`src/clm_pkg.sv`:
```
// types, constants and helpers shared by the cohort ticket lock manager
`default_nettype none

package clm_pkg;

  localparam int NODES            = 4;
  localparam int GRANT_SLOT_COUNT = 2;
  localparam int TICKET_BITS      = 16;

  // node field is two bits wide, which indexes up to four nodes
  localparam int NODE_W  = 2;
  localparam int VISIT_W = 10;
  localparam int SLOT_W  = (GRANT_SLOT_COUNT > 1) ? $clog2(GRANT_SLOT_COUNT) : 1;

  localparam logic [VISIT_W-1:0] VISIT_RESET = 10'd64;
  localparam logic [VISIT_W-1:0] VISIT_MAX   = 10'd1023;

  typedef logic [TICKET_BITS-1:0] ticket_t;
  typedef logic [NODE_W-1:0]      node_t;
  typedef logic [VISIT_W-1:0]     visit_t;
  typedef logic [SLOT_W-1:0]      slot_t;

  typedef enum logic [1:0] {
    KIND_QUEUED   = 2'd0,
    KIND_GRANTED  = 2'd1,
    KIND_RELEASED = 2'd2,
    KIND_ERROR    = 2'd3
  } kind_t;

  typedef enum logic [1:0] {
    MODE_GLOBAL = 2'd1,
    MODE_LOCAL  = 2'd2,
    MODE_BUSY   = 2'd3
  } mode_t;

  typedef enum logic {
    FUNC_ACQUIRE = 1'b0,
    FUNC_RELEASE = 1'b1
  } func_t;

  typedef enum logic [2:0] {
    B_IDLE,
    B_EXEC,
    B_SCAN,
    B_HEAD,
    B_OUT1,
    B_OUT2
  } back_state_t;

  // classified item as it travels from front to back
  typedef struct packed {
    func_t func;
    node_t node;
    logic  bad_node;
  } item_t;

  typedef struct packed {
    kind_t   kind;
    node_t   node;
    ticket_t ticket;
    logic    passed;
  } result_t;

  // grant slot that a global ticket maps to; the slot count is a power of two
  function automatic slot_t slot_of(input ticket_t t);
    return SLOT_W'(t & ticket_t'(GRANT_SLOT_COUNT - 1));
  endfunction

endpackage

`default_nettype wire

```
`src/clm_ifs.sv`:
```
// valid/ready channel interfaces for requests, results and configuration
`default_nettype none

interface clm_in_if import clm_pkg::*; ();
  logic  valid;
  logic  ready;
  logic  func;
  node_t node;

  modport source (output valid, output func, output node, input ready);
  modport sink   (input valid, input func, input node, output ready);
endinterface

interface clm_out_if import clm_pkg::*; ();
  logic        valid;
  logic        ready;
  logic [1:0]  kind;
  node_t       node_res;
  ticket_t     ticket;
  logic        passed_locally;
  logic        last;

  modport source (output valid, output kind, output node_res, output ticket,
                  output passed_locally, output last, input ready);
  modport sink   (input valid, input kind, input node_res, input ticket,
                  input passed_locally, input last, output ready);
endinterface

interface clm_cfg_if import clm_pkg::*; ();
  logic   valid;
  logic   ready;
  visit_t data;

  modport source (output valid, output data, input ready);
  modport sink   (input valid, input data, output ready);
endinterface

`default_nettype wire

```
`src/clm_front.sv`:
```
// front end: takes requests, classifies them and queues them for the back end
`default_nettype none

module clm_front import clm_pkg::*; (
  input  logic   clk,
  input  logic   rst,
  clm_in_if.sink req,
  output logic   q_valid,
  output item_t  q_item,
  input  logic   q_pop
);

  item_t      fifo [2];
  logic       wr_ptr;
  logic       rd_ptr;
  logic [1:0] count;
  logic       push;
  item_t      incoming;

  assign req.ready = (count != 2'd2);
  assign push      = req.valid && req.ready;

  always_comb begin
    incoming.func     = func_t'(req.func);
    incoming.node     = req.node;
    incoming.bad_node = ({1'b0, req.node} >= (NODE_W+1)'(NODES));
  end

  assign q_valid = (count != 2'd0);
  assign q_item  = fifo[rd_ptr];

  always_ff @(posedge clk) begin
    if (rst) begin
      wr_ptr <= 1'b0;
      rd_ptr <= 1'b0;
      count  <= 2'd0;
    end else begin
      if (push) wr_ptr <= ~wr_ptr;
      if (q_pop) rd_ptr <= ~rd_ptr;
      count <= count + {1'b0, push} - {1'b0, q_pop};
    end
  end

  always_ff @(posedge clk) begin
    if (push) fifo[wr_ptr] <= incoming;
  end

endmodule

`default_nettype wire

```
`src/clm_back.sv`:
```
// back end: per-node lock state and the sequencer that carries out each event
`default_nettype none

module clm_back import clm_pkg::*; (
  input  logic       clk,
  input  logic       rst,
  input  logic       q_valid,
  input  item_t      q_item,
  output logic       q_pop,
  clm_cfg_if.sink    cfg,
  clm_out_if.source  res
);

  back_state_t state, state_next;

  visit_t  visit_limit;
  ticket_t next_tk   [NODES];
  ticket_t serving   [NODES];
  visit_t  visit     [NODES];
  mode_t   mode      [NODES];
  ticket_t held      [NODES];
  logic    awaiting  [NODES];
  ticket_t gnext;
  ticket_t slot_grant [GRANT_SLOT_COUNT];

  item_t   cur;
  result_t res1;
  result_t res2;
  logic    has2;

  node_t   n;
  ticket_t me;
  ticket_t nx;
  logic    full;
  logic    at_head;
  logic    rel_bad;
  ticket_t cur_srv;
  logic    alone;
  logic    passed;
  ticket_t nt;
  logic    cand [NODES];
  logic    found;
  node_t   fm;
  logic    head_local;
  logic    g_hit;
  logic    head_grant;
  logic    do_head;
  logic    out_free;
  logic    out_load;

  assign cfg.ready = 1'b1;
  assign out_free  = !res.valid || res.ready;

  // event decode against the current node state
  always_comb begin
    n          = cur.node;
    me         = next_tk[n];
    nx         = me + 1'b1;
    full       = (nx == serving[n]);
    at_head    = (me == serving[n]);
    rel_bad    = (mode[n] != MODE_BUSY) || awaiting[n];
    cur_srv    = serving[n];
    alone      = ((next_tk[n] - 1'b1) == cur_srv);
    passed     = !(alone || (visit[n] >= visit_limit));
    nt         = held[n] + 1'b1;
    head_local = (mode[n] == MODE_LOCAL);
    g_hit      = (slot_grant[slot_of(gnext)] == gnext);
    head_grant = head_local || g_hit;
    do_head    = (cur.func == FUNC_ACQUIRE) || (serving[n] != next_tk[n]);
  end

  // waiting heads of other nodes whose global ticket is now served
  always_comb begin
    for (int m = 0; m < NODES; m++) begin
      cand[m] = (NODE_W'(m) != n) && awaiting[m] &&
                (slot_grant[slot_of(held[m])] == held[m]);
    end
  end

  always_comb begin
    found = 1'b0;
    fm    = '0;
    for (int m = 0; m < NODES; m++) begin
      if (!found && cand[m]) begin
        found = 1'b1;
        fm    = NODE_W'(m);
      end
    end
  end

  always_ff @(posedge clk) begin
    if (rst) state <= B_IDLE;
    else     state <= state_next;
  end

  always_comb begin
    state_next = state;
    q_pop      = 1'b0;
    out_load   = 1'b0;
    case (state)
      B_IDLE: begin
        q_pop = q_valid;
        if (q_valid) state_next = B_EXEC;
      end
      B_EXEC: begin
        if (cur.bad_node) begin
          state_next = B_OUT1;
        end else if (cur.func == FUNC_ACQUIRE) begin
          state_next = (!full && at_head) ? B_HEAD : B_OUT1;
        end else if (rel_bad) begin
          state_next = B_OUT1;
        end else begin
          state_next = passed ? B_HEAD : B_SCAN;
        end
      end
      B_SCAN: state_next = B_HEAD;
      B_HEAD: state_next = B_OUT1;
      B_OUT1: begin
        out_load = out_free;
        if (out_free) state_next = has2 ? B_OUT2 : B_IDLE;
      end
      B_OUT2: begin
        out_load = out_free;
        if (out_free) state_next = B_IDLE;
      end
      default: state_next = B_IDLE;
    endcase
  end

  // lock state and control flags
  always_ff @(posedge clk) begin
    if (rst) begin
      visit_limit <= VISIT_RESET;
      gnext       <= '0;
      has2        <= 1'b0;
      res.valid   <= 1'b0;
      for (int i = 0; i < NODES; i++) begin
        next_tk[i]  <= '0;
        serving[i]  <= '0;
        visit[i]    <= '0;
        mode[i]     <= MODE_GLOBAL;
        held[i]     <= '0;
        awaiting[i] <= 1'b0;
      end
      for (int s = 0; s < GRANT_SLOT_COUNT; s++) slot_grant[s] <= '0;
    end else begin
      if (cfg.valid) visit_limit <= cfg.data;

      if (out_load)       res.valid <= 1'b1;
      else if (res.ready) res.valid <= 1'b0;

      case (state)
        B_EXEC: begin
          has2 <= 1'b0;
          if (!cur.bad_node) begin
            if (cur.func == FUNC_ACQUIRE) begin
              if (!full) next_tk[n] <= nx;
            end else if (!rel_bad) begin
              if (!passed) begin
                mode[n]                <= MODE_GLOBAL;
                slot_grant[slot_of(nt)] <= nt;
              end else begin
                mode[n] <= MODE_LOCAL;
              end
              serving[n] <= cur_srv + 1'b1;
            end
          end
        end
        B_SCAN: begin
          if (found) begin
            awaiting[fm] <= 1'b0;
            visit[fm]    <= '0;
            mode[fm]     <= MODE_BUSY;
            has2         <= 1'b1;
          end
        end
        B_HEAD: begin
          if (do_head) begin
            if (head_local) begin
              if (visit[n] != VISIT_MAX) visit[n] <= visit[n] + 1'b1;
              mode[n] <= MODE_BUSY;
            end else begin
              held[n] <= gnext;
              gnext   <= gnext + 1'b1;
              if (g_hit) begin
                awaiting[n] <= 1'b0;
                visit[n]    <= '0;
                mode[n]     <= MODE_BUSY;
              end else begin
                awaiting[n] <= 1'b1;
                mode[n]     <= MODE_GLOBAL;
              end
            end
            if (cur.func == FUNC_RELEASE && head_grant) has2 <= 1'b1;
          end
        end
        default: ;
      endcase
    end
  end

  // item, pending results and output payload
  always_ff @(posedge clk) begin
    case (state)
      B_IDLE: begin
        if (q_valid) cur <= q_item;
      end
      B_EXEC: begin
        res1.node   <= cur.node;
        res1.passed <= 1'b0;
        res1.kind   <= KIND_ERROR;
        res1.ticket <= '0;
        if (!cur.bad_node) begin
          if (cur.func == FUNC_ACQUIRE) begin
            if (!full) begin
              res1.kind   <= KIND_QUEUED;
              res1.ticket <= me;
            end
          end else if (!rel_bad) begin
            res1.kind   <= KIND_RELEASED;
            res1.ticket <= cur_srv;
            res1.passed <= passed;
          end
        end
      end
      B_SCAN: begin
        if (found) begin
          res2.kind   <= KIND_GRANTED;
          res2.node   <= fm;
          res2.ticket <= serving[fm];
          res2.passed <= 1'b0;
        end
      end
      B_HEAD: begin
        if (cur.func == FUNC_ACQUIRE) begin
          res1.kind <= head_grant ? KIND_GRANTED : KIND_QUEUED;
        end else if (do_head && head_grant && !has2) begin
          res2.kind   <= KIND_GRANTED;
          res2.node   <= n;
          res2.ticket <= serving[n];
          res2.passed <= 1'b0;
        end
      end
      B_OUT1: begin
        if (out_free) begin
          res.kind           <= res1.kind;
          res.node_res       <= res1.node;
          res.ticket         <= res1.ticket;
          res.passed_locally <= res1.passed;
          res.last           <= !has2;
        end
      end
      B_OUT2: begin
        if (out_free) begin
          res.kind           <= res2.kind;
          res.node_res       <= res2.node;
          res.ticket         <= res2.ticket;
          res.passed_locally <= res2.passed;
          res.last           <= 1'b1;
        end
      end
      default: ;
    endcase
  end

endmodule

`default_nettype wire

```
`src/cohort_ticket_lock_manager_top.sv`:
```
// top level of the cohort ticket lock manager
`default_nettype none

// cohort ticket lock manager: each request transfer on req is an acquire or a
// release from one node; each produces one or two result transfers on res
// (queued, granted, release done or error), the final one marked by last.
// a front end classifies requests into a two-entry queue so the requester can
// keep transferring while the back end works; the back end handles one event
// at a time with a step sequencer over the per-node ticket, mode and visit
// registers; its steps are fetch, execute, waiter scan, new head and a step
// per result. queued acquires and errors skip the scan and new head, and
// new local heads from acquires and locally passing releases skip the scan.
// results leave through a registered output stage, so a stalled consumer holds
// the back end but not the front queue. visit_limit resets to 64 and is
// written through cfg, always ready; the user writes it only while the block
// is idle, which it does not enforce. lock and control state reset on rst
// synchronously with no clearing pass; item and result payloads do not reset

module cohort_ticket_lock_manager_top import clm_pkg::*; (
  input  logic      clk,
  input  logic      rst,
  clm_in_if.sink    req,
  clm_out_if.source res,
  clm_cfg_if.sink   cfg
);

  // queue head between front and back
  logic  q_valid;
  item_t q_item;
  logic  q_pop;

  // request classification and queueing
  clm_front u_front (
    .clk     (clk),
    .rst     (rst),
    .req     (req),
    .q_valid (q_valid),
    .q_item  (q_item),
    .q_pop   (q_pop)
  );

  // lock state, event sequencing and result output
  clm_back u_back (
    .clk     (clk),
    .rst     (rst),
    .q_valid (q_valid),
    .q_item  (q_item),
    .q_pop   (q_pop),
    .cfg     (cfg),
    .res     (res)
  );

endmodule

`default_nettype wire

```
`src/flat_wrapper.sv`:
```
// flat-port wrapper written by rule: the top's interface ports become plain ports
module cohort_ticket_lock_manager_top_flat import clm_pkg::*;
  (clk, rst, req_valid, req_func, req_node, req_ready, res_valid, res_kind, res_node_res, res_ticket, res_passed_locally, res_last, res_ready, cfg_valid, cfg_data, cfg_ready);
  clm_in_if req_i ();
  clm_out_if res_i ();
  clm_cfg_if cfg_i ();
  input  logic clk;
  input  logic rst;
  input wire logic [$bits(req_i.valid)-1:0] req_valid;
  input wire logic [$bits(req_i.func)-1:0] req_func;
  input wire logic [$bits(req_i.node)-1:0] req_node;
  output wire logic [$bits(req_i.ready)-1:0] req_ready;
  output wire logic [$bits(res_i.valid)-1:0] res_valid;
  output wire logic [$bits(res_i.kind)-1:0] res_kind;
  output wire logic [$bits(res_i.node_res)-1:0] res_node_res;
  output wire logic [$bits(res_i.ticket)-1:0] res_ticket;
  output wire logic [$bits(res_i.passed_locally)-1:0] res_passed_locally;
  output wire logic [$bits(res_i.last)-1:0] res_last;
  input wire logic [$bits(res_i.ready)-1:0] res_ready;
  input wire logic [$bits(cfg_i.valid)-1:0] cfg_valid;
  input wire logic [$bits(cfg_i.data)-1:0] cfg_data;
  output wire logic [$bits(cfg_i.ready)-1:0] cfg_ready;
  assign req_i.valid = req_valid;
  assign req_i.func = req_func;
  assign req_i.node = req_node;
  assign req_ready = req_i.ready;
  assign res_valid = res_i.valid;
  assign res_kind = res_i.kind;
  assign res_node_res = res_i.node_res;
  assign res_ticket = res_i.ticket;
  assign res_passed_locally = res_i.passed_locally;
  assign res_last = res_i.last;
  assign res_i.ready = res_ready;
  assign cfg_i.valid = cfg_valid;
  assign cfg_i.data = cfg_data;
  assign cfg_ready = cfg_i.ready;
  cohort_ticket_lock_manager_top u_core (.clk(clk), .rst(rst), .req(req_i), .res(res_i), .cfg(cfg_i));
endmodule
```
`config.mk`:
```
export PLATFORM = sky130hd
export DESIGN_NAME = cohort_ticket_lock_manager_top_flat
export DESIGN_NICKNAME = d
export VERILOG_FILES = /design/src/clm_pkg.sv /design/src/clm_ifs.sv /design/src/clm_front.sv /design/src/clm_back.sv /design/src/cohort_ticket_lock_manager_top.sv /design/src/flat_wrapper.sv
export SDC_FILE = /design/constraint.sdc
export NUM_CORES = 1
export LEC_CHECK = 0
export ABC_AREA = 1
export CAP_MARGIN = 20
export CORE_AREA = 3 3 240 242
export DETAILED_ROUTE_END_ITERATION = 12
export DIE_AREA = 0 0 243 245
export DONT_BUFFER_PORTS = 1
export PLACE_DENSITY_LB_ADDON = 0.12
export RECOVER_POWER = 50
export SETUP_SLACK_MARGIN = 0.2
export SLEW_MARGIN = 30
export SYNTH_ARGS = -nofsm -noshare
export SYNTH_HDL_FRONTEND = slang
export SYNTH_SLANG_ARGS = --single-unit
```
`constraint.sdc`:
```
create_clock -name clk -period 4.6 [get_ports clk]
set_input_delay 0.23 -clock clk [delete_from_list [all_inputs] [get_ports clk]]
set_output_delay 0.23 -clock clk [all_outputs]
set_load 0.01 [all_outputs]
```
==> out/metrics.cfg <==
[global_routing]
antenna_found_initial = 1
grt_pass1_vias = 17700
grt_pass1_wl_um = 111000
grt_start_max_net_pins = 47
grt.total_usage_pct = 24.6
grt_overflow = 0

[clock_tree]
cts_tree = done
cts_made_buffers = 44
clockBufferDepth = 3
clkTransAtPathRegs_ps = 60
clockRootBuffer = clkbuf_16
h-tree-depth = 2
clock-sinks = 382
insertion_delay_ps = 590

[synthesis]
netlist_area_um2 = 22300
yosys.area.top_type = edfxtp_1
synth.area.top_cells = edfxtp_1 (47%), nand2_1 (13%), nor2_1 (5.7%), inv_1 (4.3%), dfxtp_1 (3.2%)
synth_most_common_cell = nand2_1
ys_seq_elements = 382
yosysWarnings = 0
synthesis.instances = 2656
yosys-top-cells-count = nand2_1 (746), edfxtp_1 (346), nor2_1 (339)
synth_seq_area_share_pct = 49.9
netlist.area_leader.share_pct = 46.7
async_flop_share_pct = 0
avgSynthCellArea_um2 = 8.38
synth_ff_type = edfxtp_1
synth_fp_nets = 2692
synth_edf_count = 346
yosysUniqueCellTypes = 57

[setup_path]
crit_path_max_fanout = 39
crit_required_ps = 4810
arrival_ps = 4430
worstSetupPathType = reg -> reg
critPathLaunchType = flop
endpoint_kind = flop

[power_and_ir_drop]
irDropWorstVdd_mv = 0.302
finalPower_mw = 13.2
power_switching_mw = 5.53
power.density_nw_per_um2 = 533
power_frac_comb_pct = 39.5
internal_power_mw = 7.66
swShare_pct = 41.9
p_seq_share_pct = 33.1
p_leak_nw = 9.86
clkPwrFrac_pct = 27.4

[routing]
ant_nets = 0
first_pass_iters = 5
wirelength_um = 73500
viasPerCell = 5.30
vias = 18400
wl_per_cell_um = 21.2
drt_iter0_markers = 1649
drc_errors = 0

[layout]
drive_above_1_share_pct = 11.0
diodes = 0
fin_nets = 2726
utilization_pct = 44.7
area_growth_pct = 11.0

[die]
dieWidth_um = 243
boundaryPins = 43
dieHeight_um = 245
core.rowCount = 86
core_um2 = 55300
dieArea_um2 = 59500
start_util_pct = 40.3

[sta]
timing.final.hold_violations = 0
rsz0062_at_grt = no
holdWs_ps = 92.1
max_slew_margin_pct = -29.3
setup_violations = 0
finClkSkew_ps = 37.1
tightest_slew_ps = 1940
setup-tns-final_ps = 0
fin_ws_ps = 384
min_period_ps = 4220
max_freq_ghz = 0.237
finalMaxSlewViolations = 48
post-route-period-util_pct = 91.6

[outcome]
violations = capacitance limit, slew limit
status = finished with violations

[placement]
numPortBuffers = 0
hpwl_um = 54600
place_congestion = 0.953
place_ws_ps = 392

[min_path]
holdCritPathClass = in -> reg

[job]
max_cap_violations = 2

[placed cells by master, fill, tap and decap left out, types with 18 or more instances in the layout]
cell         n
ha_1        18
o22ai_1     22
nand4_1     32
nand3_1    144
buf_4       57
inv_2       21
dfxtp_1     36
o211ai_1    26
or2_2       23
nor2_1     347
edfxtp_1   346
nor2_2      29
nand2_1    743
xor2_1      68
a21oi_1     55
inv_1      254
clkbuf_16   44
nor3_1      66
a22oi_1     26
o21ai_0    128
[worst paths after layout]
path	startpoint	to	slack, ps	cells past startpoint
setup / recovery	u_core.u_back.n[0]$_DFFE_PP_	u_core.u_back.held[2][3]$_SDFFCE_PN0P_	380	15
setup reg to reg	u_core.u_back.n[0]$_DFFE_PP_	u_core.u_back.held[2][3]$_SDFFCE_PN0P_	380	15
hold / removal	rst	u_core.u_back.mode[3][1]$_DFFE_PP_	90	2
hold reg to reg	u_core.u_back.gnext[8]$_SDFFE_PP0P_	u_core.u_back.gnext[8]$_SDFFE_PP0P_	480	2
[sequential cells by signal (all words and copies together), names as in the netlist, 2 cells and up, named ones only]
signal,flops
u_core.u_back.awaiting,4
u_core.u_back.gnext,16
u_core.u_back.held,64
u_core.u_back.mode,8
u_core.u_back.n,2
u_core.u_back.next_tk,64
u_core.u_back.res.kind,2
u_core.u_back.res.node_res,2
u_core.u_back.res.ticket,16
u_core.u_back.res1,21
u_core.u_back.res2,18
u_core.u_back.serving,64
u_core.u_back.slot_grant,32
u_core.u_back.state,3
u_core.u_back.visit,40
u_core.u_back.visit_limit,10
u_core.u_front.count,2
u_core.u_front.fifo,6
[cell families (layout without fill, tap and decap cells)]
family	after synthesis	count (layout)	synth area share, %
AOI/OAI and AO/OA	304	304	7.99
xor gates and xnor gates	80	80	3.15
adders and majority gates	18	18	1.01
buffers and inverters	389	457	7.76
DFF	382	382	49.9
muxes	19	19	0.955
other	2	2	0.0337
and+or+nand+nor	1462	1462	29.2
[worst max-delay path, cell delays in order, from the launching register on]
cell and delay, ps:
edfxtp_1 450, buf_12 270, inv_4 160, nand2_1 520, o22ai_1 140, nor2_1 430
inv_2 130, nand2_1 90, a21oi_1 90, nand2_1 70, nor2_1 70, nand3_4 120
nand3_1 110, nor2_1 440, nand2_1 140, nand2_1 570
[power groups by stage]
| stage | clock [mW] | combinational (mW) | sequential (mW) |
|---|---|---|---|
| 2_1_floorplan | 0 | 3.46 | 4.35 |
| 3_3_place_gp | 0 | 5.15 | 4.45 |
| 3_5_place_dp | 0 | 5.12 | 4.45 |
| 4_1_cts | 3.68 | 5.17 | 4.38 |
| 5_1_grt | 3.83 | 5.69 | 4.39 |
| 6_report | 3.61 | 5.21 | 4.36 |
[per-stage QoR]
| step | area, µm² | cells |
|---|---|---|
| finish | 24700 | 3472 |
| global route | 24700 | 3472 |
| CTS | 24800 | 3467 |
| detailed placement | 23200 | 3370 |
| global placement | 23100 | 3370 |
| floorplan | 22300 | 2656 |
[routing by layer]
metal	vias to the layer above	global-route usage [%]	wire [µm]
li1	8872	-	-
met1	8803	33.2	32300
met2	586	41.3	34800
met3	142	2.76	3970
met4	2	8.21	2450
met5	-	0	13
[timing repair]
item | CTS | global route
hold buffers | 17 | 0
endpoints found under the hold margin | 42 | 0
buffers inserted | 0 | 4
endpoints found under the setup margin | 0 | 74
resized for setup | 0 | 3
[area by class of cell]
cell class                      count  area (µm²)
Clock buffer                       48        1130
Fill cell                        5589       30600
Sequential cell                   382       11100
Clock inverter                     32         355
Timing Repair Buffer               93         756
Multi-Input combinational cell   1885        9360
Tap cell                          748         936
Inverter                          284        1070
Power figures use the tool's default switching activity.
